$ cat src/hdl/sha_pkg.sv
package sha_pkg;

    typedef struct packed {
        logic [7:0] data_byte;
        logic       byte_present;
        logic       final_req;
    } in_item_t;

    typedef struct packed {
        logic [31:0] digest_word;
        logic [2:0]  word_index;
        logic        last_word;
    } out_item_t;

    // Controls from the sequencer to the round datapath.
    typedef struct packed {
        logic       load_init;   // restart the chaining words
        logic       start;       // copy chaining words into working vars
        logic       round;       // run one round
        logic [5:0] round_idx;
        logic       finish;      // add working vars into chaining words
        logic       shift_out;   // rotate chaining words for output
    } core_ctl_t;

    localparam logic [255:0] INIT_H = {
        32'h6a09e667, 32'hbb67ae85, 32'h3c6ef372, 32'ha54ff53a,
        32'h510e527f, 32'h9b05688c, 32'h1f83d9ab, 32'h5be0cd19
    };

    function automatic logic [31:0] round_k(input logic [5:0] idx);
        logic [31:0] k;
        case (idx)
            6'd0: k = 32'h428a2f98; 6'd1: k = 32'h71374491; 6'd2: k = 32'hb5c0fbcf;
            6'd3: k = 32'he9b5dba5; 6'd4: k = 32'h3956c25b; 6'd5: k = 32'h59f111f1;
            6'd6: k = 32'h923f82a4; 6'd7: k = 32'hab1c5ed5; 6'd8: k = 32'hd807aa98;
            6'd9: k = 32'h12835b01; 6'd10: k = 32'h243185be; 6'd11: k = 32'h550c7dc3;
            6'd12: k = 32'h72be5d74; 6'd13: k = 32'h80deb1fe; 6'd14: k = 32'h9bdc06a7;
            6'd15: k = 32'hc19bf174; 6'd16: k = 32'he49b69c1; 6'd17: k = 32'hefbe4786;
            6'd18: k = 32'h0fc19dc6; 6'd19: k = 32'h240ca1cc; 6'd20: k = 32'h2de92c6f;
            6'd21: k = 32'h4a7484aa; 6'd22: k = 32'h5cb0a9dc; 6'd23: k = 32'h76f988da;
            6'd24: k = 32'h983e5152; 6'd25: k = 32'ha831c66d; 6'd26: k = 32'hb00327c8;
            6'd27: k = 32'hbf597fc7; 6'd28: k = 32'hc6e00bf3; 6'd29: k = 32'hd5a79147;
            6'd30: k = 32'h06ca6351; 6'd31: k = 32'h14292967; 6'd32: k = 32'h27b70a85;
            6'd33: k = 32'h2e1b2138; 6'd34: k = 32'h4d2c6dfc; 6'd35: k = 32'h53380d13;
            6'd36: k = 32'h650a7354; 6'd37: k = 32'h766a0abb; 6'd38: k = 32'h81c2c92e;
            6'd39: k = 32'h92722c85; 6'd40: k = 32'ha2bfe8a1; 6'd41: k = 32'ha81a664b;
            6'd42: k = 32'hc24b8b70; 6'd43: k = 32'hc76c51a3; 6'd44: k = 32'hd192e819;
            6'd45: k = 32'hd6990624; 6'd46: k = 32'hf40e3585; 6'd47: k = 32'h106aa070;
            6'd48: k = 32'h19a4c116; 6'd49: k = 32'h1e376c08; 6'd50: k = 32'h2748774c;
            6'd51: k = 32'h34b0bcb5; 6'd52: k = 32'h391c0cb3; 6'd53: k = 32'h4ed8aa4a;
            6'd54: k = 32'h5b9cca4f; 6'd55: k = 32'h682e6ff3; 6'd56: k = 32'h748f82ee;
            6'd57: k = 32'h78a5636f; 6'd58: k = 32'h84c87814; 6'd59: k = 32'h8cc70208;
            6'd60: k = 32'h90befffa; 6'd61: k = 32'ha4506ceb; 6'd62: k = 32'hbef9a3f7;
            default: k = 32'hc67178f2;
        endcase
        return k;
    endfunction

endpackage

$ cat src/hdl/sha_sched.sv
// Message schedule: 16-word sliding window, shifted once per round.
module sha_sched (
    input  logic        clk,
    input  logic        load,      // shift a byte into the window
    input  logic [7:0]  byte_in,
    input  logic        step,      // advance one round
    output logic [31:0] w
);
    logic [31:0] win_reg [16];
    logic [31:0] s0, s1, w_new;

    assign w  = win_reg[0];
    assign s0 = {win_reg[1][6:0], win_reg[1][31:7]} ^ {win_reg[1][17:0], win_reg[1][31:18]}
              ^ (win_reg[1] >> 3);
    assign s1 = {win_reg[14][16:0], win_reg[14][31:17]}
              ^ {win_reg[14][18:0], win_reg[14][31:19]} ^ (win_reg[14] >> 10);
    assign w_new = s1 + win_reg[9] + s0 + win_reg[0];

    // Bytes enter at the low end of word 15 and move toward word 0.
    always_ff @(posedge clk)
    begin
        if (load)
        begin
            for (int i = 0; i < 15; i++)
            begin
                win_reg[i] <= {win_reg[i][23:0], win_reg[i + 1][31:24]};
            end
            win_reg[15] <= {win_reg[15][23:0], byte_in};
        end
        else if (step)
        begin
            for (int i = 0; i < 15; i++)
            begin
                win_reg[i] <= win_reg[i + 1];
            end
            win_reg[15] <= w_new;
        end
    end
endmodule

$ cat src/hdl/sha_core.sv
// Round unit and chaining words.
module sha_core (
    input  logic             clk,
    input  logic             rst_n,
    input  sha_pkg::core_ctl_t ctl,
    input  logic [31:0]      w,
    output logic [31:0]      h0
);
    logic [31:0] h_reg [8];
    logic [31:0] v_reg [8];
    logic [31:0] big0, big1, ch, maj, t1, t2;

    assign h0   = h_reg[0];
    assign big1 = {v_reg[4][5:0], v_reg[4][31:6]} ^ {v_reg[4][10:0], v_reg[4][31:11]}
                ^ {v_reg[4][24:0], v_reg[4][31:25]};
    assign ch   = (v_reg[4] & v_reg[5]) ^ (~v_reg[4] & v_reg[6]);
    assign big0 = {v_reg[0][1:0], v_reg[0][31:2]} ^ {v_reg[0][12:0], v_reg[0][31:13]}
                ^ {v_reg[0][21:0], v_reg[0][31:22]};
    assign maj  = (v_reg[0] & v_reg[1]) ^ (v_reg[0] & v_reg[2]) ^ (v_reg[1] & v_reg[2]);
    assign t1   = v_reg[7] + big1 + ch + sha_pkg::round_k(ctl.round_idx) + w;
    assign t2   = big0 + maj;

    always_ff @(posedge clk or negedge rst_n)
    begin
        if (!rst_n)
        begin
            for (int i = 0; i < 8; i++)
            begin
                h_reg[i] <= sha_pkg::INIT_H[255 - 32 * i -: 32];
            end
        end
        else if (ctl.load_init)
        begin
            for (int i = 0; i < 8; i++)
            begin
                h_reg[i] <= sha_pkg::INIT_H[255 - 32 * i -: 32];
            end
        end
        else if (ctl.finish)
        begin
            for (int i = 0; i < 8; i++)
            begin
                h_reg[i] <= h_reg[i] + v_reg[i];
            end
        end
        else if (ctl.shift_out)
        begin
            for (int i = 0; i < 7; i++)
            begin
                h_reg[i] <= h_reg[i + 1];
            end
            h_reg[7] <= h_reg[0];
        end
    end

    always_ff @(posedge clk)
    begin
        if (ctl.start)
        begin
            for (int i = 0; i < 8; i++)
            begin
                v_reg[i] <= h_reg[i];
            end
        end
        else if (ctl.round)
        begin
            v_reg[0] <= t1 + t2;
            v_reg[1] <= v_reg[0];
            v_reg[2] <= v_reg[1];
            v_reg[3] <= v_reg[2];
            v_reg[4] <= v_reg[3] + t1;
            v_reg[5] <= v_reg[4];
            v_reg[6] <= v_reg[5];
            v_reg[7] <= v_reg[6];
        end
    end
endmodule

$ cat src/hdl/sha256_byte_stream_hasher_unit.sv
// Channel | Payload type          | Handshake
// in      | sha_pkg::in_item_t    | in_valid / in_stall
// out     | sha_pkg::out_item_t   | out_valid / out_stall
// A byte that does not fill the block leaves it idle. A byte that fills it
// runs the start, the rounds and the chaining update.
// A final request also pads (up to 64 pad bytes per padded block, one or two
// blocks) and then shows eight digest words, one per accepted output cycle.
// Reset clears the sequencer and restores the initial chaining words.
// in_stall is high whenever the block is busy; out_stall only holds a word.
module sha256_byte_stream_hasher_unit (
    input  logic               clk,
    input  logic               rst_n,
    input  logic               in_valid,
    output logic               in_stall,
    input  sha_pkg::in_item_t  in_data,
    output logic               out_valid,
    input  logic               out_stall,
    output sha_pkg::out_item_t out_data
);
    typedef enum logic [2:0] {
        S_IDLE, S_PAD, S_START, S_ROUND, S_FIN, S_OUT
    } state_t;

    state_t      state_reg;
    logic [5:0]  cnt_reg;       // bytes in block, round index, pad position
    logic [63:0] bits_reg;
    logic        fin_reg;       // finishing the message
    logic        last_blk_reg;  // this compression ends the message
    logic [2:0]  widx_reg;
    logic        mark_done_reg; // the 0x80 marker has been loaded

    sha_pkg::core_ctl_t ctl;
    logic        load;
    logic [7:0]  load_byte;
    logic [7:0]  pad_byte;
    logic [63:0] len_shift;
    logic        mark_now;
    logic [31:0] w;
    logic [31:0] h0;
    logic        acc;

    assign acc      = in_valid && !in_stall;
    assign in_stall = (state_reg != S_IDLE);

    // The 0x80 marker goes into the first padded slot.
    assign mark_now  = (state_reg == S_PAD) && !mark_done_reg;
    assign len_shift = bits_reg << {cnt_reg[2:0], 3'b000};

    // Padding byte at the current position: marker, length byte in the last block, or zero.
    always_comb
    begin
        if (mark_now)
            pad_byte = 8'h80;
        else if (last_blk_reg && cnt_reg >= 6'd56)
            pad_byte = len_shift[63:56];
        else
            pad_byte = 8'h00;
    end

    always_comb
    begin
        load      = 1'b0;
        load_byte = in_data.data_byte;
        if (state_reg == S_IDLE && acc && in_data.byte_present)
            load = 1'b1;
        else if (state_reg == S_PAD)
        begin
            load      = 1'b1;
            load_byte = pad_byte;
        end
        ctl.load_init = (state_reg == S_OUT) && !out_stall && (widx_reg == 3'd7);
        ctl.start     = (state_reg == S_START);
        ctl.round     = (state_reg == S_ROUND);
        ctl.round_idx = cnt_reg;
        ctl.finish    = (state_reg == S_FIN);
        ctl.shift_out = (state_reg == S_OUT) && !out_stall && (widx_reg != 3'd7);
    end

    sha_sched u_sched (
        .clk     (clk),
        .load    (load),
        .byte_in (load_byte),
        .step    (ctl.round),
        .w       (w)
    );

    sha_core u_core (
        .clk   (clk),
        .rst_n (rst_n),
        .ctl   (ctl),
        .w     (w),
        .h0    (h0)
    );

    assign out_valid           = (state_reg == S_OUT);
    assign out_data.digest_word = h0;
    assign out_data.word_index = widx_reg;
    assign out_data.last_word  = (widx_reg == 3'd7);

    // The 0x80 marker is loaded at the first padding slot. last_blk_reg is set
    // when the marker leaves room for the length, or when the extra block starts.
    always_ff @(posedge clk or negedge rst_n)
    begin
        if (!rst_n)
        begin
            state_reg     <= S_IDLE;
            cnt_reg       <= '0;
            bits_reg      <= '0;
            fin_reg       <= 1'b0;
            last_blk_reg  <= 1'b0;
            widx_reg      <= '0;
            mark_done_reg <= 1'b0;
        end
        else
        begin
            case (state_reg)
                S_IDLE:
                begin
                    if (acc)
                    begin
                        if (in_data.byte_present)
                        begin
                            cnt_reg  <= cnt_reg + 6'd1;
                            bits_reg <= bits_reg + 64'd8;
                        end
                        fin_reg <= in_data.final_req;
                        if (in_data.byte_present && cnt_reg == 6'd63)
                        begin
                            state_reg    <= S_START;
                            last_blk_reg <= 1'b0;
                        end
                        else if (in_data.final_req)
                        begin
                            state_reg    <= S_PAD;
                            last_blk_reg <= 1'b0;
                        end
                    end
                end
                S_PAD:
                begin
                    cnt_reg <= cnt_reg + 6'd1;
                    if (mark_now)
                    begin
                        mark_done_reg <= 1'b1;
                        last_blk_reg  <= (cnt_reg < 6'd56);
                    end
                    if (cnt_reg == 6'd63)
                        state_reg <= S_START;
                end
                S_START:
                begin
                    cnt_reg   <= '0;
                    state_reg <= S_ROUND;
                end
                S_ROUND:
                begin
                    cnt_reg <= cnt_reg + 6'd1;
                    if (cnt_reg == 6'd63)
                        state_reg <= S_FIN;
                end
                S_FIN:
                begin
                    cnt_reg <= '0;
                    if (last_blk_reg)
                    begin
                        state_reg <= S_OUT;
                        widx_reg  <= '0;
                    end
                    else if (fin_reg)
                    begin
                        state_reg    <= S_PAD;
                        last_blk_reg <= mark_done_reg;
                    end
                    else
                        state_reg <= S_IDLE;
                end
                S_OUT:
                begin
                    if (!out_stall)
                    begin
                        widx_reg <= widx_reg + 3'd1;
                        if (widx_reg == 3'd7)
                        begin
                            state_reg     <= S_IDLE;
                            bits_reg      <= '0;
                            fin_reg       <= 1'b0;
                            last_blk_reg  <= 1'b0;
                            mark_done_reg <= 1'b0;
                        end
                    end
                end
                default: state_reg <= S_IDLE;
            endcase
        end
    end
endmodule

$ cat config.mk
export PLATFORM = sky130hd
export DESIGN_NAME = sha256_byte_stream_hasher_unit
export DESIGN_NICKNAME = d
export VERILOG_FILES = /design/src/hdl/sha_pkg.sv /design/src/hdl/sha_sched.sv /design/src/hdl/sha_core.sv /design/src/hdl/sha256_byte_stream_hasher_unit.sv
export SDC_FILE = /design/constraint.sdc
export NUM_CORES = 2
export LEC_CHECK = 0
export BUFFER_PORTS_ARGS = -buffer_cell sky130_fd_sc_hd__buf_2
export CORE_UTILIZATION = 62
export DETAILED_ROUTE_END_ITERATION = 8
export MAX_ROUTING_LAYER = met4
export PLACE_DENSITY = 0.78
export RECOVER_POWER = 25
export SYNTH_ARGS = -nofsm -noshare
export SYNTH_HDL_FRONTEND = slang
export SYNTH_SLANG_ARGS = --single-unit
$ cat constraint.sdc
create_clock -name clk -period 28.7 [get_ports clk]
set_clock_uncertainty 0.05 [all_clocks]
set_input_delay 1.435 -clock clk [delete_from_list [all_inputs] [get_ports clk]]
set_output_delay 1.435 -clock clk [all_outputs]
set_load 0.005 [all_outputs]
== Word-level counts from Yosys, hierarchy flattened ==
Memory sizes are Yosys's and may differ from the RTL's.
Index checks and enable logic that the tools add are counted.
Widths: inputs -> output; s select.
Storage, ports and cells
  bits in registers: 335
  bits in writable memories: 768
  ROM bits: 2048
  memories kept: 3
Memory list
  (name not given): depth 64, width 32, read ports 1, clocked after Yosys merged registers in 0, write ports 0, line sha_pkg.sv:32  | case (idx)
  u_sched.win_reg: depth 16, width 32, read ports 16, clocked after Yosys merged registers in 0, write ports 16, line sha_sched.sv:9  | logic [31:0] win_reg [16];
  u_core.v_reg: depth 8, width 32, read ports 8, clocked after Yosys merged registers in 0, write ports 8, line sha_core.sv:10  | logic [31:0] v_reg [8];
Operators by class
  $add $sub $neg: 21
  magnitude comparators: 2
  eq/ne operators: 17
  shift-type cells: 1
  mux-type cells: 76
  bitwise logic cells: 41
  reductions and logical operators: 29
Operator list (number)
  $mux 256: 3
  $mux 32: 24
  $add 32x32->32: 18
  $xor 32x32->32: 9
  $mux 64: 4
  $and 32x32->32: 5
  $pmux 64 s2: 1
  $add 64x4->64 const B: 1
  $shl 64x6->64: 1
  $mux 8: 4
  $not 32->32: 1
  $xor 32x22->32: 1
  $xor 32x29->32: 1
  $mux 3: 10
  $or 1x1->1: 24
  $mux 1: 22
  $pmux 3 s6: 1
  $pmux 6 s3: 1
  $mux 6: 2
  $ne 2x2->1 const B: 6
  $reduce_and 6->1: 2
  $eq 3x3->1 const B: 3
  $logic_and 1x1->1: 9
  $reduce_bool 3->1: 3
  21 further kinds: 31

== Longest topological paths before layout ==
  depth after elaboration: 9
  gate-level depth with buffers: 40
  gate-level depth less buffers: 38

== Hierarchy ==
From an unflattened synthesis, not the netlist that was laid out.
Second synthesis, totals
  cell total of the unflattened synthesis: 7572
  area total of the unflattened synthesis: 77635.7 um^2
By module, submodules not included
  sha_core: times used 1, cells an instance 5296, area each 46819.9 um^2
  sha_sched: times used 1, cells an instance 1774, area each 26172.6 um^2
  sha256_byte_stream_hasher_unit: times used 1, cells an instance 502, area each 4643.2 um^2

== Least setup slack after synthesis ==
No wires, ideal clock.
  path kind: input -> register
  start: in in_data[1] (netlist bit)
  end: mem u_sched.win_reg[0][0], enable pin
  setup time: 3.688 ns
  arrival: 9.891 ns
  path slack: 15.071 ns
  cell stages on the path: 2
  buffers on the path: 0
  cells stage by stage: nand3_1 > nand2_1
RTL lines
  from (decl): line sha256_byte_stream_hasher_unit.sv:15  | input sha_pkg::in_item_t in_data,
  to (decl): line sha_sched.sv:9

==> flow_summary.toml <==
[run_status]
status = "finished with violations"
violations = "max-capacitance violations, max-slew violations"

[clock_network]
post_cts.repair.setup_buffers = 0
cts_buffers = 119
cts_tree = "yes"
clkTransAtPathRegs_ns = 0.07
cts_root_buf = "clkbuf_16"
cts.repair.resized = 0
ctsLongestPathBuffers = 3
htreeDepth = 3
clock_sinks = 1100
postCtsHoldBufs = 0
clock_latency_ns = 0.77

[floorplanning]
die_y_um = 350
die_x_um = 350
io_pins = 52
initial_core_util_pct = 62.6
core_area_um2 = 120000
dieArea_um2 = 123000
std_cell_rows = 127

[timing]
timing.setup.tns_ns = 0
fmax_mhz = 89.1
setup_violations = 0
finalCriticalPeriod_ns = 11.23
slew_headroom_pct = -293
rsz0062_at_grt = "false"
finalHoldViolations = 0
timing.final.crit_share_pct = 39.1
report.final.slew_viol_count = 946
setup_slack_ns = 17.47
tightest_slew_ns = 5.89

[routing]
routed_wl_um = 222000
antenna_left = 0
avgRoutedWirePerCell_um = 25.7
via_per_inst = 6.50
drc = 0
vias = 56200
drt_iter0_markers = 5396
first_pass_iters = 8

[critical_path]
path_common_cell = "o21ai_0"
crit_family = "compound AO/OA/AOI/OAI gates"
cp.arrival_ns = 11.61
critical-path-max-stage-delay_ns = 1.52
cp_data_required_time_ns = 29.08
end_kind = "flop"
cp_num_buf_inv = 5
path_class = "flop to flop"
cp_max_fo = 34
crit_slowest_cell = "clkbuf_1"
critPathLaunchType = "flop"

[worst_hold_path]
hold_class = "flop to flop"

[global_route]
antenna_found_initial = 0
grt_remaining_overflow = 0
grt_pass1_wl_um = 335000
grt_max_degree = 193
grt_pass1_vias = 55000
grt_util_all_layers_pct = 37.1

[synth]
ys.flop_type = "edfxtp_1"
ys_warn_count = 0
synth_area_um2 = 75300
synth_top_area_share_pct = 30.6
synth.distinct_cells = 102
synth_most_common_cell = "edfxtp_1"
synth_area_leaders = "edfxtp_1 (31%), mux2_2 (10%), ha_1 (6.5%)"
ys_ff_latch = 1100
synth_top_area_cell = "edfxtp_1"
async_flop_share_pct = 30.2
synthTopCellsByCount = "edfxtp_1 (768), mux2_2 (696), a21oi_1 (519), o21ai_0 (511), nand2_1 (491)"
synth_fp_nets = 7650
synthCells = 7048
synth_edf_count = 768
yosysSeqAreaShare_pct = 41.9
synth.avg_cell_area_um2 = 10.7

[run]
drv_cap = 17

[placed_design]
hpwl_um = 161000
portBuffers = 51
routabilityCongestion = 0.998
dp_slack_ns = 18.46

[cells_and_area]
nFillCells = 9038
drive_gt1_share_pct = 17.1
final_nets = 7525
largest_reg_flops = 512
syn2layout_area_growth_pct = 7.30
[logic make-up after synthesis]
| logic type | synth area share (%) |
|---|---|
| fa+ha+maj | 11.8 |
| xor+xnor | 6.94 |
| flops | 41.9 |
| mux | 11.5 |
| simple gates | 8.87 |
| buf+inv | 3.69 |
| compound gates | 15.3 |
[area by class of cell]
cell class	count	area [um^2]	share of cell area [%]
diodes	2	5.00	0.00620
clock buffers	167	3380	4.18
clock inverters	61	741	0.917
inverters	341	1280	1.59
multi-input cells	5241	41000	50.8
flip-flops and latches	1100	31500	39.1
well taps	1612	2020	2.50
repair buffers	120	781	0.967
[cells in the final DEF, fill, tap and decap left out, drive strengths merged, types with 201 or more instances in the layout]
| cell | n |
|---|---|
| edfxtp | 768 |
| mux2 | 696 |
| a21oi | 521 |
| o21ai | 519 |
| nand2 | 492 |
| nor2 | 440 |
| ha | 393 |
| xnor2 | 358 |
| inv | 344 |
| xor2 | 233 |
| a21o | 201 |
[through the flow]
stage	hold WS [ns]	instance area, um^2	std cells	util, %
finish	0.454	80800	8644	67.2
global route	0.485	80700	8642	67.2
CTS	0.447	80900	8642	67.3
detailed placement	0.456	76700	8414	63.9
global placement	0.439	76700	8414	63.9
floorplan	0.426	75300	7048	-
[worst paths after layout]
check,from,to,slack [ns],cells after the start
worst max-delay path,cnt_reg[0],u_core.v_reg[0][30],17.47,35
worst min-delay path,u_core.h_reg[147],u_core.h_reg[179],0.45,2
worst max register to register,cnt_reg[0],u_core.v_reg[0][30],17.47,35
worst min register to register,u_core.h_reg[147],u_core.h_reg[179],0.45,2
max in group asynchronous,rst_n,u_core.h_reg[63],19.49,4
min in group asynchronous,rst_n,bits_reg[40],2.66,1
[worst reg2reg max path, delay by kind of cell, from the launching register on]
family | cells | cell delay, ns
XOR/XNOR | 2 | 0.50
AO/OA/AOI/OAI | 18 | 4.52
buffers and inverters | 5 | 1.79
adder cells (fa/ha/maj) | 7 | 3.13
AND/OR/NAND/NOR | 3 | 0.56
flip-flops | 1 | 0.34
[layer usage]
| layer | up-vias | routed length (um) | global-route usage [%] |
|---|---|---|---|
| li1 | 25500 | - | - |
| met1 | 27800 | 89400 | 48.0 |
| met2 | 2464 | 103000 | 57.6 |
| met3 | 512 | 17300 | 5.17 |
| met4 | 0 | 12500 | 18.3 |
| met5 | - | 0 | - |
Power is left out: the tool's default activity adds up to more than one toggle a clock period on the data nets, which glitch-free logic cannot reach.
